### config.mk
export PLATFORM = sky130hd
export DESIGN_NAME = inversion_counting_sorter
export DESIGN_NICKNAME = d
export VERILOG_FILES = /design/src/design/ics_pkg.sv /design/src/design/inversion_counting_sorter.sv /design/src/design/ics_cell.sv
export SDC_FILE = /design/constraint.sdc
export NUM_CORES = 2
export LEC_CHECK = 0
export CAP_MARGIN = 20
export CORE_ASPECT_RATIO = 0.8
export CORE_MARGIN = 1.5
export CORE_UTILIZATION = 71
export DETAILED_ROUTE_END_ITERATION = 10
export DONT_BUFFER_PORTS = 1
export GPL_TIMING_DRIVEN = 0
export MAX_ROUTING_LAYER = met4
export PLACE_DENSITY = 0.89
export SETUP_SLACK_MARGIN = 0.2
export SYNTH_ARGS = -nofsm -noshare
export SYNTH_HDL_FRONTEND = slang
export SYNTH_HIERARCHICAL = 1
export SYNTH_SLANG_ARGS = --single-unit
### constraint.sdc
create_clock -name clk_i -period 14.35 [get_ports clk_i]
set_input_delay 2.1525 -clock clk_i [delete_from_list [all_inputs] [get_ports clk_i]]
set_output_delay 2.1525 -clock clk_i [all_outputs]
set_load 0.03 [all_outputs]
### src/design/ics_pkg.sv
// Shared types and constants for the inversion counting sorter.
package ics_pkg;

  // Fixed field widths of the transfer payloads
  localparam int unsigned VAL_W   = 16;
  localparam int unsigned COUNT_W = 11;
  localparam logic [COUNT_W-1:0] COUNT_SAT = '1;

  typedef struct packed {
    logic [VAL_W-1:0] value;
    logic             last;
  } ics_in_t;

  typedef struct packed {
    logic [VAL_W-1:0]   sorted_value;
    logic [COUNT_W-1:0] inversion_count;
    logic               overflow;
    logic               last_out;
  } ics_out_t;

  // Per-cycle command broadcast to every cell of the chain
  typedef struct packed {
    logic insert;  // place the new value, shift entries >= it up
    logic shift;   // move every entry one cell down toward cell 0
  } ics_cell_ctrl_t;

  typedef enum logic [1:0] {
    ST_COLLECT,
    ST_SETTLE,
    ST_DRAIN
  } ics_state_e;

endpackage

### src/design/inversion_counting_sorter.sv
// Top level: insertion sorting chain with inversion counter and output register.
//
// Usage:
//   The input channel (in_valid_i / in_stall_o / in_data_i) takes one value per
//   transfer; the item with last set ends a sequence. While a sequence is being
//   collected one transfer is taken every cycle. Each value is inserted into a
//   chain of MAX_ELEMENTS cells; all cells compare against it
//   in parallel, and the count of earlier values >= it is registered and then
//   added to the running count. Values past MAX_ELEMENTS are dropped and flagged.
//   After the last transfer, in_stall_o stays high while the chain unloads:
//   the control passes through a settle state, then cell 0 moves into the output
//   register each cycle the output register is free. The result channel
//   (out_valid_o / out_stall_i / out_data_o) holds its payload while out_stall_i
//   is high; the drain pauses. Once the final result is loaded, input is taken
//   again, even while that result still waits in the output register.
//   Reset empties the chain, clears the count, fill level and overflow flag.
module inversion_counting_sorter
  import ics_pkg::*;
#(
  parameter int unsigned MAX_ELEMENTS = 64,
  parameter int unsigned VALUE_BITS   = 16
) (
  input  logic     clk_i,
  input  logic     rst_ni,
  input  logic     in_valid_i,
  output logic     in_stall_o,
  input  ics_in_t  in_data_i,
  output logic     out_valid_o,
  input  logic     out_stall_i,
  output ics_out_t out_data_o
);

  localparam int unsigned FillW  = $clog2(MAX_ELEMENTS + 1);
  localparam int unsigned PosW   = $clog2(MAX_ELEMENTS);
  localparam int unsigned StoreW = (VALUE_BITS < VAL_W) ? VALUE_BITS : VAL_W;
  localparam int unsigned SumW   = ((COUNT_W > FillW) ? COUNT_W : FillW) + 1;
  localparam logic [FillW-1:0] FillMax = FillW'(MAX_ELEMENTS);

  ics_state_e state_q, state_d;

  logic [FillW-1:0]   fill_q, fill_d;
  logic [COUNT_W-1:0] count_q, count_d;
  logic               dropped_q, dropped_d;
  logic [FillW-1:0]   ge_cnt_q;
  logic               ge_vld_q;
  logic               out_vld_q, out_vld_d;
  ics_out_t           out_q, out_d;

  ics_cell_ctrl_t     cell_ctrl;
  logic               accept_in, insert, out_ld;
  logic [StoreW-1:0]  new_val;
  logic [PosW-1:0]    pos;
  logic [FillW-1:0]   ge_cnt;
  logic [SumW-1:0]    count_sum;

  logic [MAX_ELEMENTS-1:0] cell_ge, cell_vld;
  logic [StoreW-1:0]       cell_dat [MAX_ELEMENTS];

  assign new_val   = StoreW'(in_data_i.value);
  assign in_stall_o = (state_q != ST_COLLECT);
  assign accept_in = in_valid_i && !in_stall_o;
  assign insert    = accept_in && (fill_q != FillMax);
  assign out_ld    = !out_vld_q || !out_stall_i;

  // Chain of compare-and-insert cells
  for (genvar i = 0; i < MAX_ELEMENTS; i++) begin : g_cell
    logic             l_ge, l_vld, r_vld;
    logic [StoreW-1:0] l_dat, r_dat;
    if (i == 0) begin : g_first
      assign l_ge  = 1'b0;
      assign l_vld = 1'b0;
      assign l_dat = '0;
    end else begin : g_mid
      assign l_ge  = cell_ge[i-1];
      assign l_vld = cell_vld[i-1];
      assign l_dat = cell_dat[i-1];
    end
    if (i == MAX_ELEMENTS - 1) begin : g_last
      assign r_vld = 1'b0;
      assign r_dat = '0;
    end else begin : g_inner
      assign r_vld = cell_vld[i+1];
      assign r_dat = cell_dat[i+1];
    end
    ics_cell #(
      .WIDTH(StoreW)
    ) u_cell (
      .clk_i        (clk_i),
      .rst_ni       (rst_ni),
      .ctrl_i       (cell_ctrl),
      .new_val_i    (new_val),
      .left_ge_i    (l_ge),
      .left_valid_i (l_vld),
      .left_data_i  (l_dat),
      .right_valid_i(r_vld),
      .right_data_i (r_dat),
      .ge_o         (cell_ge[i]),
      .valid_o      (cell_vld[i]),
      .data_o       (cell_dat[i])
    );
  end

  // Insert position: index of the one cell where the ge thermometer starts
  always_comb begin
    pos = '0;
    for (int i = 0; i < MAX_ELEMENTS; i++) begin
      if (cell_ge[i] && (i == 0 || !cell_ge[(i == 0) ? 0 : i-1])) begin
        pos = pos | PosW'(i);
      end
    end
  end

  // Stored values >= new value: all filled cells from the insert position up
  assign ge_cnt    = fill_q - FillW'(pos);
  assign count_sum = SumW'(count_q) + SumW'(ge_cnt_q);

  // Control: collect, settle the count, drain the chain
  always_comb begin
    state_d   = state_q;
    fill_d    = fill_q;
    dropped_d = dropped_q;
    cell_ctrl = '0;
    out_vld_d = out_vld_q && out_stall_i;
    out_d     = out_q;
    count_d   = count_q;
    if (ge_vld_q) begin
      count_d = (count_sum > SumW'(COUNT_SAT)) ? COUNT_SAT : COUNT_W'(count_sum);
    end
    case (state_q)
      ST_COLLECT: begin
        cell_ctrl.insert = insert;
        if (insert) begin
          fill_d = fill_q + FillW'(1);
        end else if (accept_in) begin
          dropped_d = 1'b1;
        end
        if (accept_in && in_data_i.last) begin
          state_d = ST_SETTLE;
        end
      end
      ST_SETTLE: begin
        state_d = ST_DRAIN;
      end
      ST_DRAIN: begin
        if (out_ld) begin
          cell_ctrl.shift       = 1'b1;
          out_vld_d             = 1'b1;
          out_d.sorted_value    = VAL_W'(cell_dat[0]);
          out_d.inversion_count = count_q;
          out_d.overflow        = dropped_q;
          out_d.last_out        = (fill_q == FillW'(1));
          fill_d                = fill_q - FillW'(1);
          if (fill_q == FillW'(1)) begin
            state_d   = ST_COLLECT;
            count_d   = '0;
            dropped_d = 1'b0;
          end
        end
      end
      default: begin
        state_d = ST_COLLECT;
      end
    endcase
  end

  always_ff @(posedge clk_i or negedge rst_ni) begin
    if (!rst_ni) begin
      state_q   <= ST_COLLECT;
      fill_q    <= '0;
      count_q   <= '0;
      dropped_q <= 1'b0;
      ge_vld_q  <= 1'b0;
      out_vld_q <= 1'b0;
    end else begin
      state_q   <= state_d;
      fill_q    <= fill_d;
      count_q   <= count_d;
      dropped_q <= dropped_d;
      ge_vld_q  <= insert;
      out_vld_q <= out_vld_d;
    end
  end

  // Payload registers
  always_ff @(posedge clk_i) begin
    ge_cnt_q <= ge_cnt;
    out_q    <= out_d;
  end

  assign out_valid_o = out_vld_q;
  assign out_data_o  = out_q;

endmodule

### src/design/ics_cell.sv
// One cell of the sorting chain: holds one stored value and its valid bit.
module ics_cell
  import ics_pkg::*;
#(
  parameter int unsigned WIDTH = 16
) (
  input  logic             clk_i,
  input  logic             rst_ni,
  input  ics_cell_ctrl_t   ctrl_i,
  input  logic [WIDTH-1:0] new_val_i,
  input  logic             left_ge_i,
  input  logic             left_valid_i,
  input  logic [WIDTH-1:0] left_data_i,
  input  logic             right_valid_i,
  input  logic [WIDTH-1:0] right_data_i,
  output logic             ge_o,
  output logic             valid_o,
  output logic [WIDTH-1:0] data_o
);

  logic [WIDTH-1:0] data_q, data_d;
  logic             valid_q, valid_d;

  // Empty cells count as "greater or equal" so the flags form a thermometer
  assign ge_o    = !valid_q || (data_q >= new_val_i);
  assign valid_o = valid_q;
  assign data_o  = data_q;

  // Insert: the first ge cell takes the new value, later ge cells take their left neighbor
  always_comb begin
    data_d  = data_q;
    valid_d = valid_q;
    if (ctrl_i.shift) begin
      data_d  = right_data_i;
      valid_d = right_valid_i;
    end else if (ctrl_i.insert && ge_o) begin
      data_d  = left_ge_i ? left_data_i : new_val_i;
      valid_d = left_ge_i ? left_valid_i : 1'b1;
    end
  end

  always_ff @(posedge clk_i or negedge rst_ni) begin
    if (!rst_ni) begin
      valid_q <= 1'b0;
    end else begin
      valid_q <= valid_d;
    end
  end

  always_ff @(posedge clk_i) begin
    data_q <= data_d;
  end

endmodule

==> impl_metrics.sql <==
INSERT INTO impl_metrics (metric_group, metric, value, unit) VALUES
('global_routing', 'gr-usage-met3', '9.49', '%'),
('sta', 'final_number_of_max_transition_violations', '0', ''),
('placed_design', 'finalWeightedCongestion', '0.979', ''),
('run_status', 'run_status', 'finished clean', ''),
('sta', 'timing.final.hold_violations', '0', ''),
('logic_synthesis', 'yosysUniqueCellTypes', '63', ''),
('global_routing', 'groute.layer.met1.usage', '54.4', '%'),
('logic_synthesis', 'syn_inst', '8798', ''),
('sta', 'clock-skew-final', '0.0226', 'ns'),
('flow_run', 'maxCapViolCount', '0', ''),
('routing', 'drcViolationCount', '0', ''),
('final_layout', 'ff_latch_area', '33900', 'um^2'),
('final_layout', 'final_layout_size_suffix_gt1_share', '5.71', '%'),
('logic_synthesis', 'warnings_synthesis', '6', ''),
('sta', 'final-setup-viol-count', '0', ''),
('die', 'floorplan.die.width', '393', 'um'),
('clock_network', 'cts_max_level', '3', ''),
('logic_synthesis', 'yosys_most_used_dff', 'sky130_fd_sc_hd__edfxtp_1', ''),
('power_and_ir_drop', 'cellLeakagePower', '44.2', 'nW'),
('global_routing', 'largest_net_degree_at_the_start_of_global_routing', '129', ''),
('global_routing', 'grt.overflow.total', '0', ''),
('final_layout', 'fillCellCount', '7586', ''),
('power_and_ir_drop', 'internal-power', '0.0135', 'W'),
('routing', 'vias_per_cell', '6.75', ''),
('clock_network', 'tritoncts.num_buffers', '117', ''),
('setup_path', 'cp_class', 'input pin to flip-flop', ''),
('clock_network', 'cts_resized', '0', ''),
('die', 'num_io_pins', '52', ''),
('sta', 'slew_headroom', '33.2', '%'),
('die', 'num_rows', '114', ''),
('logic_synthesis', 'postSynth.asyncResetShare', '7.59', '%'),
('logic_synthesis', 'ys_seq_area_share', '39.2', '%'),
('die', 'die_h', '315', 'um'),
('global_routing', 'grt_pass1_wl', '391000', 'um'),
('clock_network', 'clkLatencyLatePin', '0.75', 'ns'),
('logic_synthesis', 'post-synth-top-area-cell', 'sky130_fd_sc_hd__edfxtp_1', ''),
('sta', 'slew_of_the_pin_with_the_lowest_slew_margin', '0.999', 'ns'),
('setup_path', 'end_kind', 'flip-flop', ''),
('routing', 'routed_wire_length_per_instance', '23.7', 'um'),
('global_routing', 'antenna_found_initial', '4', ''),
('global_routing', 'grtUsageMet2', '62.1', '%'),
('global_routing', 'first_global_vias', '71400', ''),
('die', 'placeable_core_region', '121000', 'um^2'),
('die', 'initial_core_util', '71.6', '%'),
('clock_network', 'post-cts-setup-buffer-count', '0', ''),
('final_layout', 'multi_input_comb_area', '46500', 'um^2'),
('power_and_ir_drop', 'netSwitchingPower', '0.0109', 'W'),
('logic_synthesis', 'number_of_flops_mapped_to_enable_cells_by_yosys', '1053', ''),
('logic_synthesis', 'yosysTopAreaCellShare', '36.6', '%'),
('sta', 'fin_worst_hold_slack', '0.495', 'ns'),
('power_and_ir_drop', 'power_per_cell_area', '263', 'nW/um^2'),
('routing', 'drt_iter0_markers', '9631', ''),
('setup_path', 'worstSetupStartpointType', 'input pin', ''),
('logic_synthesis', 'synth.cell_area', '86500', 'um^2'),
('clock_network', 'post_cts_hold_buffer_count', '0', ''),
('logic_synthesis', 'synth.avg_cell_area', '9.83', 'um^2'),
('clock_network', 'clock_tree.buffer_depth', '3', ''),
('placed_design', 'placement.io_buffers', '0', ''),
('clock_network', 'tritoncts_num_sinks', '1147', ''),
('power_and_ir_drop', 'switching_part_of_the_total', '44.8', '%'),
('final_layout', 'layout-area-overhead-vs-synth', '7.31', '%'),
('global_routing', 'groute.usage.overall', '41.4', '%'),
('sta', 'fmax', '157', 'MHz'),
('clock_network', 'clkTransAtPathRegs', '0.07', 'ns'),
('setup_path', 'worst_path_required', '15.03', 'ns'),
('routing', 'postRouteAntennaNets', '0', ''),
('power_and_ir_drop', 'power.clock.fraction', '13.1', '%'),
('final_layout', 'fin_nets', '10000', ''),
('logic_synthesis', 'post_synthesis_sequential_element_count', '1147', ''),
('sta', 'rsz0062_at_grt', 'no', ''),
('sta', 'final_worst_setup_slack', '7.98', 'ns');
final cells by class:
cell class / count / area share, %
multi-input cells: 6171 / 50.1
repair buffers: 11 / 0.270
plain buffers: 388 / 2.18
flip-flops and latches: 1147 / 36.6
diodes: 3 / 0.00809
clock inverters: 62 / 0.763
clock buffers: 153 / 3.42
well taps: 1624 / 2.19
inverters: 1126 / 4.55
cells in the mapped netlist, types with 4 or more instances:
cell	n
sky130_fd_sc_hd__nand2_1	1294
sky130_fd_sc_hd__o21ai_0	1160
sky130_fd_sc_hd__inv_1	1125
sky130_fd_sc_hd__edfxtp_1	1053
sky130_fd_sc_hd__ha_1	1041
sky130_fd_sc_hd__mux2i_1	1025
sky130_fd_sc_hd__nor2_1	290
sky130_fd_sc_hd__clkbuf_1	258
sky130_fd_sc_hd__a21oi_1	219
sky130_fd_sc_hd__a21o_1	129
sky130_fd_sc_hd__dfrtp_1	87
sky130_fd_sc_hd__nand3_1	75
sky130_fd_sc_hd__nand4_1	72
sky130_fd_sc_hd__nand2b_1	68
sky130_fd_sc_hd__nand4b_1	67
sky130_fd_sc_hd__o21a_1	67
sky130_fd_sc_hd__and3_1	66
sky130_fd_sc_hd__a2111oi_1	65
sky130_fd_sc_hd__a22o_1	65
sky130_fd_sc_hd__buf_2	65
sky130_fd_sc_hd__a221oi_4	64
sky130_fd_sc_hd__and4_1	64
sky130_fd_sc_hd__buf_6	64
sky130_fd_sc_hd__nand2b_4	64
sky130_fd_sc_hd__o21ai_2	64
sky130_fd_sc_hd__o311a_1	64
sky130_fd_sc_hd__nor2b_1	22
sky130_fd_sc_hd__nor3_1	12
sky130_fd_sc_hd__dfxtp_1	7
sky130_fd_sc_hd__xnor2_1	7
sky130_fd_sc_hd__xor2_1	7
sky130_fd_sc_hd__a211oi_1	6
sky130_fd_sc_hd__o22ai_1	6
sky130_fd_sc_hd__nor4_1	5
sky130_fd_sc_hd__a21boi_0	4
sky130_fd_sc_hd__a311oi_2	4
sky130_fd_sc_hd__a31oi_1	4
kinds of logic after synthesis:
| group | after synthesis | share of synthesized area (%) |
|---|---|---|
| simple gates | 2119 | 11.6 |
| compound gates | 1935 | 14.8 |
| buf+inv | 1514 | 7.22 |
| flops | 1147 | 39.2 |
| fa+ha+maj | 1043 | 15.1 |
| mux | 1025 | 11.9 |
| xor+xnor | 14 | 0.142 |
| other cells | 1 | 0.00434 |
final timing paths:
path / from / slack (ns) / cells after the start / to
max reg2reg: g_cell[45].u_cell/data_o[0] / 9.20 / 18 / ge_cnt_q[6]
min reg2reg: count_q[6] / 0.50 / 0 / out_data_o[8]
min: count_q[6] / 0.50 / 0 / out_data_o[8]
max in group asynchronous: rst_ni / 12.99 / 0 / g_cell[14].u_cell/valid_o
max: in_data_i[8] / 7.98 / 14 / ge_cnt_q[5]
min in group asynchronous: rst_ni / 1.12 / 0 / g_cell[47].u_cell/valid_o
metal layers:
metal / wire, um / share of wire (%)
met5: 0 / 0
met4: 11400 / 4.5
met3: 33800 / 13
met2: 112000 / 44
met1: 96500 / 38
layout by cell type, fill, tap and decap left out, types with 66 or more instances in the layout:
cell type and instances:
sky130_fd_sc_hd__nand2_1 1294, sky130_fd_sc_hd__o21ai_0 1160, sky130_fd_sc_hd__inv_1 1125, sky130_fd_sc_hd__edfxtp_1 1053, sky130_fd_sc_hd__ha_1 1041, sky130_fd_sc_hd__mux2i_1 1025
sky130_fd_sc_hd__nor2_1 290, sky130_fd_sc_hd__clkbuf_1 283, sky130_fd_sc_hd__a21oi_1 218, sky130_fd_sc_hd__a21o_1 129, sky130_fd_sc_hd__clkbuf_16 117, sky130_fd_sc_hd__dfrtp_1 87
sky130_fd_sc_hd__nand3_1 75, sky130_fd_sc_hd__nand4_1 72, sky130_fd_sc_hd__nand2b_1 68, sky130_fd_sc_hd__o21a_1 67, sky130_fd_sc_hd__nand4b_1 67, sky130_fd_sc_hd__and3_1 66
per-stage QoR:
step / TNS, ns / area, um^2 / utilization, % / instances / total power, W
after CTS: 0 / 92800 / 76.8 / 10700 / 0.0239
final: 0 / 92800 / 76.8 / 10700 / 0.0244
after global placement: -3254.60 / 88700 / 73.4 / 10500 / 0.0198
after detailed placement: 0 / 88900 / 73.6 / 10500 / 0.0206
after floorplan: 0 / 86600 / - / 8832 / 0.0168
after global routing: 0 / 92800 / 76.8 / 10700 / 0.0257
registers in the layout, indices dropped and copies added, names as in the netlist:
name                   flops
state_q                    2
g_cell.u_cell/valid_o     64
ge_vld_q                   1
g_cell.u_cell/data_o    1024
count_q                   11
out_valid_o                1
dropped_q                  1
out_data_o                29
ge_cnt_q                   7
fill_q                     7
power groups by stage:
stage / Sequential [W] / Clock [W] / Combinational [W]
finish: 0.00901 / 0.00319 / 0.0122
global route: 0.00914 / 0.00331 / 0.0132
CTS: 0.00888 / 0.00318 / 0.0118
detailed placement: 0.00892 / 0 / 0.0116
global placement: 0.00886 / 0 / 0.0110
floorplan: 0.00782 / 0 / 0.00902
worst max-delay path, cell delays in order:
cell and delay, ns:
sky130_fd_sc_hd__inv_1 0.11, sky130_fd_sc_hd__ha_1 0.32, sky130_fd_sc_hd__nand4_1 0.08, sky130_fd_sc_hd__o311a_1 0.42
sky130_fd_sc_hd__o21ai_2 0.50, sky130_fd_sc_hd__nor2b_1 0.20, sky130_fd_sc_hd__a2111oi_1 0.62, sky130_fd_sc_hd__nand4_1 0.25
sky130_fd_sc_hd__nor4_1 0.79, sky130_fd_sc_hd__ha_1 0.41, sky130_fd_sc_hd__o21ai_0 0.14, sky130_fd_sc_hd__a21boi_0 0.21
sky130_fd_sc_hd__or4_1 0.43, sky130_fd_sc_hd__nand3_1 0.08
(Power assumes the default switching activity.)
